--- src/design/fvad_pkg.sv ---
// Shared types and constants of the frame voice activity detector.
// Field widths, register indexes, reset values and the confidence constants.
// No dependencies.
package fvad_pkg;

  // Field widths
  localparam int SAMPLE_W    = 16;
  localparam int MAG_W       = 16;
  localparam int AVG_W       = 16;
  localparam int STREAK_W    = 8;
  localparam int COUNTER_W   = 16;
  localparam int CONF_W      = 10;
  localparam int CFG_INDEX_W = 2;
  localparam int CFG_DATA_W  = 16;

  localparam int DEF_MAX_FRAME_SAMPLES = 256;

  // Configuration register indexes
  typedef enum logic [CFG_INDEX_W-1:0] {
    REG_PEAK_THR   = 2'd0,
    REG_AVG_THR    = 2'd1,
    REG_STREAK_THR = 2'd2,
    REG_PUBLISH    = 2'd3
  } reg_index_t;

  // Input operation codes
  typedef enum logic {
    OP_SAMPLE  = 1'b0,
    OP_SESSION = 1'b1
  } op_t;

  // Register reset values
  localparam logic [15:0] PEAK_THR_RESET   = 16'd1200;
  localparam logic [15:0] AVG_THR_RESET    = 16'd70;
  localparam logic [7:0]  STREAK_THR_RESET = 8'd3;
  localparam logic        PUBLISH_RESET    = 1'b0;

  // Saturation limits
  localparam logic [STREAK_W-1:0]  STREAK_SAT  = '1;
  localparam logic [COUNTER_W-1:0] COUNTER_SAT = '1;

  // Confidence score: peak part min(600, peak/10), average part min(400, 2*avg/5)
  localparam logic [MAG_W-1:0] CONF_PEAK_KNEE = 16'd6000;
  localparam logic [AVG_W-1:0] CONF_AVG_KNEE  = 16'd1000;
  localparam logic [9:0]       CONF_PEAK_MAX  = 10'd600;
  localparam logic [9:0]       CONF_AVG_MAX   = 10'd400;
  localparam logic [10:0]      CONF_LIMIT     = 11'd1000;
  // Reciprocals scaled by 2^16: ceil(2^16/10) and ceil(2^16/5), exact below the knees
  localparam logic [12:0]      PEAK_RECIP     = 13'd6554;
  localparam logic [13:0]      AVG_RECIP      = 14'd13108;

  // Accumulator control and status
  typedef struct packed {
    logic start;
    logic clear;
  } acc_ctrl_t;

  typedef struct packed {
    logic busy;
    logic full;
  } acc_stat_t;

endpackage

--- src/design/fvad_audio_if.sv ---
// Audio input channel of the frame voice activity detector.
// Depends on fvad_pkg for field widths.
interface fvad_audio_if;
  logic                                 valid;
  logic                                 ready;
  logic                                 operation;
  logic signed [fvad_pkg::SAMPLE_W-1:0] sample;
  logic                                 frame_end;

  modport source (output valid, operation, sample, frame_end, input ready);
  modport sink   (input valid, operation, sample, frame_end, output ready);
endinterface

--- src/design/fvad_result_if.sv ---
// Per-frame result channel of the frame voice activity detector.
// Depends on fvad_pkg for field widths.
interface fvad_result_if;
  logic                             valid;
  logic                             ready;
  logic [fvad_pkg::MAG_W-1:0]       frame_peak;
  logic [fvad_pkg::AVG_W-1:0]       frame_average;
  logic                             frame_active;
  logic [fvad_pkg::STREAK_W-1:0]    streak;
  logic                             detected;
  logic [fvad_pkg::CONF_W-1:0]      confidence;
  logic [fvad_pkg::COUNTER_W-1:0]   session_frames;
  logic [fvad_pkg::COUNTER_W-1:0]   session_active_frames;
  logic [fvad_pkg::MAG_W-1:0]       session_peak_max;
  logic [fvad_pkg::AVG_W-1:0]       session_average_max;

  modport source (output valid, frame_peak, frame_average, frame_active, streak, detected,
                  confidence, session_frames, session_active_frames, session_peak_max,
                  session_average_max, input ready);
  modport sink   (input valid, frame_peak, frame_average, frame_active, streak, detected,
                  confidence, session_frames, session_active_frames, session_peak_max,
                  session_average_max, output ready);
endinterface

--- src/design/fvad_cfg_if.sv ---
// Configuration write channel of the frame voice activity detector.
// Depends on fvad_pkg for index and data widths.
interface fvad_cfg_if;
  logic                              valid;
  logic                              ready;
  logic [fvad_pkg::CFG_INDEX_W-1:0]  index;
  logic [fvad_pkg::CFG_DATA_W-1:0]   data;

  modport source (output valid, index, data, input ready);
  modport sink   (input valid, index, data, output ready);
endinterface

--- src/design/frame_voice_activity_detector.sv ---
// Frame voice activity detector. Each audio beat carries one signed 16-bit sample, or a
// session start. A sample is folded into the frame sum and peak by a bit-serial adder and
// comparator, one bit per cycle over the sum width W = 16 + clog2(MAX_FRAME_SAMPLES+1)
// (25 at the default of 256), and no new beat is taken until the sample is folded in.
// The sample that ends a frame (frame_end, or the count reaching MAX_FRAME_SAMPLES)
// also runs a bit-serial divider for the average, then the scoring and emit steps;
// that beat yields one result beat. A session start yields none. The result sits in an
// output register, so a waiting result does not block the next sample until another
// frame completes. Configuration writes are taken in any cycle; write them only while
// the block is idle.
// Depends on fvad_pkg, the three channel interfaces, fvad_accum and fvad_div.
module frame_voice_activity_detector #(
  parameter int MAX_FRAME_SAMPLES = fvad_pkg::DEF_MAX_FRAME_SAMPLES
) (
  input  logic          clk,
  input  logic          rst,
  fvad_audio_if.sink    audio,
  fvad_result_if.source result,
  fvad_cfg_if.sink      cfg
);

  localparam int CNT_W = $clog2(MAX_FRAME_SAMPLES + 1);
  localparam int SUM_W = fvad_pkg::MAG_W + CNT_W;

  typedef enum logic [2:0] {
    S_IDLE,
    S_ACC,
    S_DIV,
    S_UPD,
    S_EMIT
  } state_t;

  state_t state;

  // Configuration registers
  logic [15:0] peak_thr;
  logic [15:0] avg_thr;
  logic [7:0]  streak_thr;
  logic        publish;

  // Session state
  logic [fvad_pkg::STREAK_W-1:0]  streak;
  logic                           published;
  logic [fvad_pkg::COUNTER_W-1:0] frame_counter;
  logic [fvad_pkg::COUNTER_W-1:0] active_counter;
  logic [fvad_pkg::MAG_W-1:0]     peak_max;
  logic [fvad_pkg::AVG_W-1:0]     avg_max;

  // Frame working registers
  logic                           fe_hold;
  logic [fvad_pkg::MAG_W-1:0]     frame_peak;
  logic [fvad_pkg::AVG_W-1:0]     frame_avg;
  logic                           frame_act;
  logic                           det;
  logic [25:0]                    peak_prod;
  logic [24:0]                    avg_prod;
  logic                           peak_big;
  logic                           avg_big;

  fvad_pkg::acc_ctrl_t            acc_ctrl;
  fvad_pkg::acc_stat_t            acc_stat;
  logic [SUM_W-1:0]               acc_sum;
  logic [fvad_pkg::MAG_W-1:0]     acc_peak;
  logic [CNT_W-1:0]               acc_count;
  logic                           div_start;
  logic                           div_busy;
  logic [fvad_pkg::AVG_W-1:0]     div_quo;

  logic                           in_beat;
  logic                           frame_done;
  logic                           act_c;
  logic [fvad_pkg::STREAK_W-1:0]  streak_next;
  logic                           det_c;
  logic [9:0]                     peak_term;
  logic [9:0]                     avg_term;
  logic [10:0]                    conf_sum;
  logic [fvad_pkg::CONF_W-1:0]    conf_c;
  logic                           out_free;

  fvad_accum #(
    .MAX_FRAME_SAMPLES (MAX_FRAME_SAMPLES),
    .CNT_W             (CNT_W),
    .SUM_W             (SUM_W)
  ) u_accum (
    .clk    (clk),
    .rst    (rst),
    .ctrl   (acc_ctrl),
    .sample (audio.sample),
    .stat   (acc_stat),
    .sum    (acc_sum),
    .peak   (acc_peak),
    .count  (acc_count)
  );

  fvad_div #(
    .CNT_W (CNT_W),
    .SUM_W (SUM_W)
  ) u_div (
    .clk      (clk),
    .rst      (rst),
    .start    (div_start),
    .dividend (acc_sum),
    .divisor  (acc_count),
    .busy     (div_busy),
    .quotient (div_quo)
  );

  assign audio.ready = (state == S_IDLE);
  assign cfg.ready   = 1'b1;
  assign in_beat     = audio.valid && audio.ready;
  assign frame_done  = fe_hold || acc_stat.full;
  assign out_free    = !result.valid || result.ready;

  // Steer the accumulator and divider
  always_comb begin
    acc_ctrl.start = in_beat && (audio.operation == fvad_pkg::OP_SAMPLE);
    acc_ctrl.clear = (in_beat && (audio.operation == fvad_pkg::OP_SESSION)) ||
                     (state == S_ACC && !acc_stat.busy && frame_done);
    div_start      = (state == S_ACC) && !acc_stat.busy && frame_done;
  end

  // Frame decision and streak
  always_comb begin
    act_c = (frame_peak >= peak_thr) && (div_quo >= avg_thr);
    if (!act_c) begin
      streak_next = '0;
    end else if (streak == fvad_pkg::STREAK_SAT) begin
      streak_next = streak;
    end else begin
      streak_next = streak + fvad_pkg::STREAK_W'(1);
    end
    det_c = publish && !published && (streak_next >= streak_thr);
  end

  // Confidence from the registered reciprocal products
  always_comb begin
    peak_term = peak_big ? fvad_pkg::CONF_PEAK_MAX : peak_prod[25:16];
    avg_term  = avg_big ? fvad_pkg::CONF_AVG_MAX : {1'b0, avg_prod[24:16]};
    conf_sum  = {1'b0, peak_term} + {1'b0, avg_term};
    if (!det) begin
      conf_c = '0;
    end else if (conf_sum > fvad_pkg::CONF_LIMIT) begin
      conf_c = fvad_pkg::CONF_LIMIT[fvad_pkg::CONF_W-1:0];
    end else begin
      conf_c = conf_sum[fvad_pkg::CONF_W-1:0];
    end
  end

  // Configuration writes
  always_ff @(posedge clk) begin
    if (rst) begin
      peak_thr   <= fvad_pkg::PEAK_THR_RESET;
      avg_thr    <= fvad_pkg::AVG_THR_RESET;
      streak_thr <= fvad_pkg::STREAK_THR_RESET;
      publish    <= fvad_pkg::PUBLISH_RESET;
    end else if (cfg.valid && cfg.ready) begin
      unique case (fvad_pkg::reg_index_t'(cfg.index))
        fvad_pkg::REG_PEAK_THR:   peak_thr   <= cfg.data;
        fvad_pkg::REG_AVG_THR:    avg_thr    <= cfg.data;
        fvad_pkg::REG_STREAK_THR: streak_thr <= cfg.data[7:0];
        fvad_pkg::REG_PUBLISH:    publish    <= cfg.data[0];
      endcase
    end
  end

  // Sequencer, session state and result register
  always_ff @(posedge clk) begin
    if (rst) begin
      state          <= S_IDLE;
      result.valid   <= 1'b0;
      streak         <= '0;
      published      <= 1'b0;
      frame_counter  <= '0;
      active_counter <= '0;
      peak_max       <= '0;
      avg_max        <= '0;
    end else begin
      // Drop the result beat once taken, unless the emit step reloads it
      if (result.valid && result.ready && state != S_EMIT) begin
        result.valid <= 1'b0;
      end
      unique case (state)
        S_IDLE: begin
          if (in_beat) begin
            if (audio.operation == fvad_pkg::OP_SESSION) begin
              streak         <= '0;
              published      <= 1'b0;
              frame_counter  <= '0;
              active_counter <= '0;
              peak_max       <= '0;
              avg_max        <= '0;
            end else begin
              fe_hold <= audio.frame_end;
              state   <= S_ACC;
            end
          end
        end
        S_ACC: begin
          if (!acc_stat.busy) begin
            if (frame_done) begin
              frame_peak <= acc_peak;
              state      <= S_DIV;
            end else begin
              state <= S_IDLE;
            end
          end
        end
        S_DIV: begin
          if (!div_busy) begin
            state <= S_UPD;
          end
        end
        S_UPD: begin
          // Fold the frame into the session
          if (frame_counter != fvad_pkg::COUNTER_SAT) begin
            frame_counter <= frame_counter + fvad_pkg::COUNTER_W'(1);
          end
          if (act_c && active_counter != fvad_pkg::COUNTER_SAT) begin
            active_counter <= active_counter + fvad_pkg::COUNTER_W'(1);
          end
          if (frame_peak > peak_max) begin
            peak_max <= frame_peak;
          end
          if (div_quo > avg_max) begin
            avg_max <= div_quo;
          end
          streak    <= streak_next;
          published <= published | det_c;
          det       <= det_c;
          frame_act <= act_c;
          frame_avg <= div_quo;
          peak_prod <= frame_peak[12:0] * fvad_pkg::PEAK_RECIP;
          avg_prod  <= {div_quo[9:0], 1'b0} * fvad_pkg::AVG_RECIP;
          peak_big  <= (frame_peak >= fvad_pkg::CONF_PEAK_KNEE);
          avg_big   <= (div_quo >= fvad_pkg::CONF_AVG_KNEE);
          state     <= S_EMIT;
        end
        S_EMIT: begin
          // Hold until the output register is free
          if (out_free) begin
            result.valid                 <= 1'b1;
            result.frame_peak            <= frame_peak;
            result.frame_average         <= frame_avg;
            result.frame_active          <= frame_act;
            result.streak                <= streak;
            result.detected              <= det;
            result.confidence            <= conf_c;
            result.session_frames        <= frame_counter;
            result.session_active_frames <= active_counter;
            result.session_peak_max      <= peak_max;
            result.session_average_max   <= avg_max;
            state                        <= S_IDLE;
          end
        end
        default: state <= S_IDLE;
      endcase
    end
  end

  // A new result beat is only loaded from the emit step
  a_result_from_emit: assert property (@(posedge clk) disable iff (rst)
    $rose(result.valid) |-> $past(state == S_EMIT))
    else $error("result beat raised outside the emit step");

  // Accumulator and divider never run at once
  a_units_exclusive: assert property (@(posedge clk) disable iff (rst)
    !(acc_stat.busy && div_busy))
    else $error("accumulator and divider busy together");

  // No second detection within a session
  a_one_shot: assert property (@(posedge clk) disable iff (rst)
    (state == S_UPD && published) |=> !det)
    else $error("detection raised twice in one session");

  // The average of magnitudes cannot exceed their peak
  a_avg_le_peak: assert property (@(posedge clk) disable iff (rst)
    result.valid |-> (result.frame_average <= result.frame_peak))
    else $error("frame average above frame peak");

  // Confidence only travels with a detection
  a_conf_with_detect: assert property (@(posedge clk) disable iff (rst)
    (result.valid && !result.detected) |-> (result.confidence == '0))
    else $error("confidence set without detection");

endmodule

--- src/design/fvad_accum.sv ---
// Bit-serial frame accumulator: magnitude, running sum, running peak, sample count.
// One bit of the sum per cycle, LSB first. Depends on fvad_pkg.
module fvad_accum #(
  parameter int MAX_FRAME_SAMPLES = fvad_pkg::DEF_MAX_FRAME_SAMPLES,
  parameter int CNT_W             = $clog2(MAX_FRAME_SAMPLES + 1),
  parameter int SUM_W             = fvad_pkg::MAG_W + CNT_W
) (
  input  logic                                 clk,
  input  logic                                 rst,
  input  fvad_pkg::acc_ctrl_t                  ctrl,
  input  logic signed [fvad_pkg::SAMPLE_W-1:0] sample,
  output fvad_pkg::acc_stat_t                  stat,
  output logic [SUM_W-1:0]                     sum,
  output logic [fvad_pkg::MAG_W-1:0]           peak,
  output logic [CNT_W-1:0]                     count
);

  localparam int STEP_W = $clog2(SUM_W);

  logic                          busy;
  logic [STEP_W-1:0]             step;
  logic [fvad_pkg::SAMPLE_W-1:0] sample_sr;
  logic [fvad_pkg::MAG_W-1:0]    mag_sr;
  logic                          neg;
  logic                          seen_one;
  logic                          carry;
  logic                          greater;

  logic                          mag_bit;
  logic                          mag_phase;
  logic [1:0]                    bit_sum;
  logic                          greater_next;
  logic [fvad_pkg::MAG_W-1:0]    mag_next;

  // Serial two's complement negate: copy up to the first one, then invert
  always_comb begin
    mag_phase    = (step < STEP_W'(fvad_pkg::MAG_W));
    mag_bit      = mag_phase & (sample_sr[0] ^ (neg & seen_one));
    bit_sum      = {1'b0, sum[0]} + {1'b0, mag_bit} + {1'b0, carry};
    // LSB-first compare: the highest differing bit decides
    greater_next = (mag_bit != peak[0]) ? mag_bit : greater;
    mag_next     = {mag_bit, mag_sr[fvad_pkg::MAG_W-1:1]};
  end

  assign stat.busy = busy;
  assign stat.full = (count == CNT_W'(MAX_FRAME_SAMPLES));

  always_ff @(posedge clk) begin
    if (rst) begin
      busy  <= 1'b0;
      step  <= '0;
      sum   <= '0;
      peak  <= '0;
      count <= '0;
    end else if (busy) begin
      // Advance one bit
      sample_sr <= {1'b0, sample_sr[fvad_pkg::SAMPLE_W-1:1]};
      seen_one  <= seen_one | sample_sr[0];
      carry     <= bit_sum[1];
      sum       <= {bit_sum[0], sum[SUM_W-1:1]};
      if (mag_phase) begin
        mag_sr  <= mag_next;
        greater <= greater_next;
        if (step == STEP_W'(fvad_pkg::MAG_W - 1) && greater_next) begin
          peak <= mag_next;
        end else begin
          peak <= {peak[0], peak[fvad_pkg::MAG_W-1:1]};
        end
      end
      if (step == STEP_W'(SUM_W - 1)) begin
        busy <= 1'b0;
        step <= '0;
      end else begin
        step <= step + STEP_W'(1);
      end
    end else if (ctrl.clear) begin
      // Drop the frame totals
      sum   <= '0;
      peak  <= '0;
      count <= '0;
    end else if (ctrl.start) begin
      // Load a new sample
      busy      <= 1'b1;
      step      <= '0;
      sample_sr <= sample;
      neg       <= sample[fvad_pkg::SAMPLE_W-1];
      seen_one  <= 1'b0;
      carry     <= 1'b0;
      greater   <= 1'b0;
      count     <= count + CNT_W'(1);
    end
  end

endmodule

--- src/design/fvad_div.sv ---
// Bit-serial restoring divider: frame sum over sample count, one quotient bit a cycle.
// Depends on fvad_pkg.
module fvad_div #(
  parameter int CNT_W = 9,
  parameter int SUM_W = fvad_pkg::MAG_W + CNT_W
) (
  input  logic                       clk,
  input  logic                       rst,
  input  logic                       start,
  input  logic [SUM_W-1:0]           dividend,
  input  logic [CNT_W-1:0]           divisor,
  output logic                       busy,
  output logic [fvad_pkg::AVG_W-1:0] quotient
);

  localparam int STEP_W = $clog2(SUM_W);

  logic [STEP_W-1:0] step;
  logic [SUM_W-1:0]  quo_sr;
  logic [CNT_W-1:0]  rem;
  logic [CNT_W-1:0]  div_r;

  logic [CNT_W:0]    trial;
  logic [CNT_W:0]    diff;
  logic              fits;

  // Shift in the next dividend bit and try the subtract
  always_comb begin
    trial = {rem, quo_sr[SUM_W-1]};
    diff  = trial - {1'b0, div_r};
    fits  = (trial >= {1'b0, div_r});
  end

  // The quotient never exceeds the largest magnitude, so its low bits suffice
  assign quotient = quo_sr[fvad_pkg::AVG_W-1:0];

  always_ff @(posedge clk) begin
    if (rst) begin
      busy <= 1'b0;
      step <= '0;
    end else if (busy) begin
      quo_sr <= {quo_sr[SUM_W-2:0], fits};
      rem    <= fits ? diff[CNT_W-1:0] : trial[CNT_W-1:0];
      if (step == STEP_W'(SUM_W - 1)) begin
        busy <= 1'b0;
        step <= '0;
      end else begin
        step <= step + STEP_W'(1);
      end
    end else if (start) begin
      busy   <= 1'b1;
      step   <= '0;
      quo_sr <= dividend;
      rem    <= '0;
      div_r  <= divisor;
    end
  end

endmodule

--- src/flat_wrapper.sv ---
// flat-port wrapper written by rule: the top's interface ports become plain ports
module frame_voice_activity_detector_flat 
#(
  parameter int MAX_FRAME_SAMPLES = fvad_pkg::DEF_MAX_FRAME_SAMPLES
)
  (clk, rst, audio_valid, audio_operation, audio_sample, audio_frame_end, audio_ready, result_valid, result_frame_peak, result_frame_average, result_frame_active, result_streak, result_detected, result_confidence, result_session_frames, result_session_active_frames, result_session_peak_max, result_session_average_max, result_ready, cfg_valid, cfg_index, cfg_data, cfg_ready);
  fvad_audio_if audio_i ();
  fvad_result_if result_i ();
  fvad_cfg_if cfg_i ();
  input  logic clk;
  input  logic rst;
  input wire logic [$bits(audio_i.valid)-1:0] audio_valid;
  input wire logic [$bits(audio_i.operation)-1:0] audio_operation;
  input wire logic [$bits(audio_i.sample)-1:0] audio_sample;
  input wire logic [$bits(audio_i.frame_end)-1:0] audio_frame_end;
  output wire logic [$bits(audio_i.ready)-1:0] audio_ready;
  output wire logic [$bits(result_i.valid)-1:0] result_valid;
  output wire logic [$bits(result_i.frame_peak)-1:0] result_frame_peak;
  output wire logic [$bits(result_i.frame_average)-1:0] result_frame_average;
  output wire logic [$bits(result_i.frame_active)-1:0] result_frame_active;
  output wire logic [$bits(result_i.streak)-1:0] result_streak;
  output wire logic [$bits(result_i.detected)-1:0] result_detected;
  output wire logic [$bits(result_i.confidence)-1:0] result_confidence;
  output wire logic [$bits(result_i.session_frames)-1:0] result_session_frames;
  output wire logic [$bits(result_i.session_active_frames)-1:0] result_session_active_frames;
  output wire logic [$bits(result_i.session_peak_max)-1:0] result_session_peak_max;
  output wire logic [$bits(result_i.session_average_max)-1:0] result_session_average_max;
  input wire logic [$bits(result_i.ready)-1:0] result_ready;
  input wire logic [$bits(cfg_i.valid)-1:0] cfg_valid;
  input wire logic [$bits(cfg_i.index)-1:0] cfg_index;
  input wire logic [$bits(cfg_i.data)-1:0] cfg_data;
  output wire logic [$bits(cfg_i.ready)-1:0] cfg_ready;
  assign audio_i.valid = audio_valid;
  assign audio_i.operation = audio_operation;
  assign audio_i.sample = audio_sample;
  assign audio_i.frame_end = audio_frame_end;
  assign audio_ready = audio_i.ready;
  assign result_valid = result_i.valid;
  assign result_frame_peak = result_i.frame_peak;
  assign result_frame_average = result_i.frame_average;
  assign result_frame_active = result_i.frame_active;
  assign result_streak = result_i.streak;
  assign result_detected = result_i.detected;
  assign result_confidence = result_i.confidence;
  assign result_session_frames = result_i.session_frames;
  assign result_session_active_frames = result_i.session_active_frames;
  assign result_session_peak_max = result_i.session_peak_max;
  assign result_session_average_max = result_i.session_average_max;
  assign result_i.ready = result_ready;
  assign cfg_i.valid = cfg_valid;
  assign cfg_i.index = cfg_index;
  assign cfg_i.data = cfg_data;
  assign cfg_ready = cfg_i.ready;
  frame_voice_activity_detector #(.MAX_FRAME_SAMPLES(MAX_FRAME_SAMPLES)) u_core (.clk(clk), .rst(rst), .audio(audio_i), .result(result_i), .cfg(cfg_i));
endmodule
--- config.mk ---
export PLATFORM = sky130hd
export DESIGN_NAME = frame_voice_activity_detector_flat
export DESIGN_NICKNAME = d
export VERILOG_FILES = /design/src/design/fvad_pkg.sv /design/src/design/fvad_audio_if.sv /design/src/design/fvad_result_if.sv /design/src/design/fvad_cfg_if.sv /design/src/design/frame_voice_activity_detector.sv /design/src/design/fvad_accum.sv /design/src/design/fvad_div.sv /design/src/flat_wrapper.sv
export SDC_FILE = /design/constraint.sdc
export NUM_CORES = 1
export LEC_CHECK = 0
export BUFFER_PORTS_ARGS = -buffer_cell sky130_fd_sc_hd__buf_2
export CELL_PAD_IN_SITES_DETAIL_PLACEMENT = 1
export CELL_PAD_IN_SITES_GLOBAL_PLACEMENT = 2
export CORE_MARGIN = 1
export CORE_UTILIZATION = 40
export CTS_BUF_LIST = sky130_fd_sc_hd__clkbuf_8
export DETAILED_ROUTE_END_ITERATION = 8
export PLACE_DENSITY_LB_ADDON = 0.25
export SLEW_MARGIN = 20
export SYNTH_ARGS = -nofsm -noshare
export SYNTH_HDL_FRONTEND = slang
export SYNTH_HIERARCHICAL = 1
export SYNTH_SLANG_ARGS = --single-unit
--- constraint.sdc ---
create_clock -name clk -period 21 [get_ports clk]
set_clock_uncertainty 0.15 [all_clocks]
set_input_delay 2.1 -clock clk [delete_from_list [all_inputs] [get_ports clk]]
set_output_delay 2.1 -clock clk [all_outputs]
set_load 0.02 [all_outputs]
# After elaboration in Yosys (flattened, before gate mapping)
# Index checks and enable logic that the tools add are counted.
[totals]
reg_bits = 459
ram_bits = 0
in_bits = 41
output_inout_bits = 119
memories = 0
word_cells = 227
latchBits = 0
mem_bits_ro = 0
[op_classes]
multipliers = 2
order_cmp = 10
n_eq_ne = 28
add_sub_neg = 10
muxes = 68
n_reduce_logical = 49
n_bitwise = 11
n_div = 0
shift = 0
[op_table]
columns = ["op", "count"]
rows = [
  ["2-to-1 mux 16 bit", 12],
  ["one-hot mux 16 bit (2 select lines)", 4],
  ["2-to-1 mux 25 bit", 4],
  ["2-to-1 mux 9 bit", 6],
  ["2-to-1 mux 5 bit", 7],
  ["adder 16 x 1 -> 16 bit, second input constant", 2],
  [">= comparator 16 bit", 2],
  ["> comparator 16 bit", 2],
  ["2-to-1 mux 8 bit", 4],
  ["inequality test 16 bit, second input constant", 2],
  ["AND reduction 4 bit", 8],
  ["multiplier 13 x 12 -> 25 bit, second input constant", 1],
  ["multiplier 10 x 12 -> 22 bit, second input constant", 1],
  ["2-to-1 mux 10 bit", 2],
  ["2-to-1 mux 1 bit", 19],
  ["AND reduction 2 bit", 9],
  [">= comparator 16 x 10 -> 1 bit, second input constant", 1],
  [">= comparator 16 x 13 -> 1 bit, second input constant", 1],
  ["one-hot mux 8 bit (2 select lines)", 1],
  ["2-to-1 mux 15 bit", 1],
  ["2-to-1 mux 3 bit", 5],
  ["one-hot mux 3 bit (5 select lines)", 1],
  ["AND reduction 3 bit", 5],
  ["logical AND 1 bit", 12],
  ["other kinds (37)", 66],
]

# Depth between registers and ports, before layout
[logic_depth]
ltp_word = 9
ltp_mapped = 20
depth_no_buf = 19

# Hierarchy
# Netlist, hierarchy kept.
[by_module_without_submodules]
columns = ["module", "seq_area_each_um2", "instances", "cells_per_inst", "area_each_um2"]
rows = [
  ["frame_voice_activity_detector", 7527.2, 1, 1587, 17171.5],
  ["fvad_accum", 2172.1, 1, 339, 3848.7],
  ["fvad_div", 1411.4, 1, 204, 2596.2],
]

# Worst setup path after synthesis
# No wires, ideal clock.
[synth_timing]
kind = "input-to-reg"
from = "input port rst"
to = "register u_core/result.confidence[0] in the netlist's numbering (enable)"
required_ns = 20.116
cell_stages = 3
arrival_ns = 10.350
setup_slack_ns = 9.766
setup_ns = 0.734
n_path_buf = 2
cell_sequence = "clkbuf_1 -> clkbuf_1 -> nor3_1"
[synth_between]
elab_chain_cells = 2
[synth_lines]
columns = ["element", "line", "rtl"]
rows = [
  ["start, declared", "flat_wrapper.sv:11", "input logic rst;"],
  ["inverter 1 bit (no source line)", "--", ""],
  ["AND reduction 3 bit (no source line)", "--", ""],
  ["end signal, assigned", "frame_voice_activity_detector.sv:247", "result.confidence <= conf_c;"],
  ["end, declared", "fvad_result_if.sv:18", "confidence, session_frames, session_active_frames, session_peak_max,"],
]
# No other way between the ends.
# A chain may end at the register's enable or synchronous reset.

# Worst setup path in the final report
[layout_timing]
from = "register u_core.u_div.quo_sr[4]"
to = "register u_core.avg_prod[24], data pin"
[layout_between]
elab_chain_cells = 1
[layout_lines]
columns = ["element", "line", "rtl"]
rows = [
  ["start, declared", "fvad_div.sv:19", "logic [SUM_W-1:0] quo_sr;"],
  ["start signal, assigned", "fvad_div.sv:42", "quo_sr <= {quo_sr[SUM_W-2:0], fits};"],
  ["start signal, assigned", "fvad_div.sv:53", "quo_sr <= dividend;"],
  ["multiplier 10 x 12 -> 22 bit", "frame_voice_activity_detector.sv:233", "avg_prod <= {div_quo[9:0], 1'b0} * fvad_pkg::AVG_RECIP;"],
  ["end signal, assigned", "frame_voice_activity_detector.sv:233", ""],
  ["end, declared", "frame_voice_activity_detector.sv:56", "logic [24:0] avg_prod;"],
]
# No other way between the ends.

==> results.cfg <==
[clock_network]
htreeDepth = 3
cts_sinks = 430
root_buffer = clkbuf_8
numCtsBuffers = 78
cts.clk_slew.worst_paths_ns = 0.06
hold_buffers = 0
clkLatencyLatePin_ns = 0.67
cts_setup_buffers = 0
clock_path_buffers = 3
cts_resized = 0
cts_tree = done

[synth]
synth_seq_area_share_pct = 47.05
syn_area_sq_um = 23620
synth.distinct_cells = 94
synth_cells = 2130
async_flop_share_pct = 0
post-synth-top-count-cell = inv_1
synth-edff-count = 250
synthFlopType = edfxtp_1
synth-seq-cells = 430
syn_area_per_cell_sq_um = 11.09
synthTopCellsByCount = inv_1, ha_1, edfxtp_1
synth_fp_nets = 2497
netlist.top_cell.by_area = edfxtp_1
synth_top_cell_area_share_pct = 31.79
synth.area.top_cells = edfxtp_1, dfxtp_1, ha_1
synth_warnings = 6

[finish]
fin_nets = 2673
utilization_pct = 46.02
area_delta_synth_final_pct = 13.07
finalNonFillerCells = 3134
fillers = 6303
reg_top3 = u_core/u_accum/sum: 25 flops, u_core/u_div/quo_sr: 25 flops
drive_gt1_share_pct = 15.92
stdcell_area_sq_um = 26700

[sta]
hold_violations = 0
fin_crit_ns = 5.743
slew_headroom_pct = 31.42
fmax_ghz = 0.1741
worst_pin_slew_ns = 1.025
period_share_pct = 27.35
drv_slew = 0
hold_ws_ns = 0.2654
final-setup-viol-count = 0
rsz0062_at_grt = false
setup_tns_ns = 0

[floorplanning]
dieArea_sq_um = 60020
top_level_ports = 160
die_w_microns = 245.0
initial_core_util_pct = 40.70
core_area_sq_um = 58030
row_count = 88
die_y_microns = 245.0

[grt]
grt_usage_pct = 19.58
overflow = 0
antenna_found_initial = 2
grt_pass1_wl_microns = 92630
grt_pass1_vias = 17090
grt_start_max_net_pins = 79

[placement]
dpl_cell_area_sq_um = 25110
hpwl_microns = 42700
dp_cells = 2991
port_buffers = 158
gp_congestion = 0.8638

[power_and_ir_drop]
vdd_ir_drop_max_mv = 0.04700
p_int_w = 0.001442
power_frac_comb_pct = 11.4
power_frac_clock_pct = 41.0
p_leak_nw = 11.25
cellPowerDensity_nw_per_um2 = 72.79
power_frac_seq_pct = 47.5
p_sw_share_pct = 25.82
switchingPower_w = 0.0005018

[detailed_routing]
drtPass1Iterations = 4
via_per_inst = 5.206
vias = 16320
first_iter_violations = 626
drt_wl_total_microns = 58540
wire_per_inst_microns = 18.68
drc_errors = 0
detail-route-antenna-nets = 0

[worst_hold_path]
worstHoldStart = u_core/frame_avg[3]
worstHoldEndpoint = u_core/result.frame_average[3]
hold_depth = 0
min_path_type = reg -> reg

[critical_path]
crit_fanout = 10
rrSetupSlack_ns = 15.26
regToRegEndpoint = u_core/avg_prod[24]
reg2reg_depth = 18
worst_setup_path_start_kind = register
crit_type = reg -> reg
cp_data_arrival_time_ns = 5.97
endpoint_kind = register
worstReg2RegStart = u_core/u_div/quo_sr[4]
critPathRequiredTime_ns = 21.23

[job]
cap_violations = 0

[outcome]
outcome = finished, final reports clean
==> power by group through the flow <==
stage | Sequential [W] | Combinational, W | Clock, W
6_report | 0.000924 | 0.000223 | 0.000797
5_1_grt | 0.000926 | 0.000254 | 0.000863
4_1_cts | 0.000924 | 0.000227 | 0.000827
3_5_place_dp | 0.000942 | 0.000224 | 0
3_3_place_gp | 0.000941 | 0.000218 | 0
2_1_floorplan | 0.000934 | 0.000168 | 0
==> critical path, stage by stage (launching register included) <==
cell       delay [ns]
edfxtp_1         0.63
inv_1            0.17
ha_1             0.32
inv_1            0.10
fa_1             0.46
fa_1             0.50
fa_1             0.55
inv_1            0.06
fa_1             0.50
inv_1            0.04
ha_1             0.30
nand3_1          0.11
o21bai_1         0.09
a2111oi_0        0.60
o31ai_1          0.25
nor4_1           0.23
nor3_1           0.12
a21oi_1          0.19
xnor2_1          0.08
==> cell families after synthesis <==
kind of cell    count (synthesis)  synth area share [%]
simple gates                  534                 11.50
flops                         430                 47.05
compound gates                390                 11.72
buf+inv                       352                 6.103
fa+ha+maj                     326                 19.53
mux                            52                 2.416
xor+xnor                       45                 1.669
other cells                     1               0.01588
==> through the flow <==
step	worst slack, ns	total power, W
after floorplan	9.766	0.001102
after global placement	15.38	0.001159
after detailed placement	15.31	0.001166
after CTS	15.25	0.001978
after global routing	14.89	0.002043
final	15.26	0.001944
==> layout by cell type (no fill, tap or decap), types with 20 or more instances in the layout <==
cell / synthesis / layout
xnor2_1: 24 / 24
xor2_1: 21 / 21
nor3_1: 24 / 23
nor2b_1: 30 / 30
ha_1: 255 / 255
nand3_1: 38 / 38
nor2_1: 127 / 126
a21oi_1: 121 / 121
o21a_1: 20 / 20
fa_1: 71 / 71
a21o_1: 26 / 26
o21ai_0: 42 / 42
and2_1: 24 / 24
clkbuf_8: 0 / 89
buf_2: 6 / 157
dfxtp_1: 180 / 179
nand2_1: 147 / 147
mux2_2: 40 / 40
edfxtp_1: 250 / 250
inv_1: 273 / 302
and3_1: 40 / 40
==> how the worst max path moves through the flow <==
stage	startpoint	to	slack, ns	cells after the start
after floorplan	rst	u_core/result.confidence[0]	9.77	3
after global placement	u_core/u_div/quo_sr[4]	u_core/avg_prod[24]	15.38	18
after detailed placement	u_core/u_div/quo_sr[4]	u_core/avg_prod[24]	15.31	18
after CTS	u_core/u_div/quo_sr[4]	u_core/avg_prod[24]	15.25	18
after global routing	u_core/u_div/quo_sr[4]	u_core/avg_prod[24]	14.89	18
final	u_core/u_div/quo_sr[4]	u_core/avg_prod[24]	15.26	18
==> final cells by class <==
class,instances,area [sq um],share of cell area (%)
clock inverter,53,354.1,1.326
tap,765,957.2,3.585
multi-input combinational,1348,11110,41.59
inverter,273,1025,3.838
clock buffer,89,1225,4.587
timing repair buffer,175,920.9,3.449
antenna,1,2.502,0.009372
sequential,430,11110,41.61
==> routing by layer <==
metal	routed length, microns	GRT usage, %	share of wire [%]
met5	0	0	0
met4	1513	7.445	2.6
met3	2015	3.149	3.4
met2	27350	31.61	47
met1	27660	26.34	47
Power figures use the tool's default switching activity.
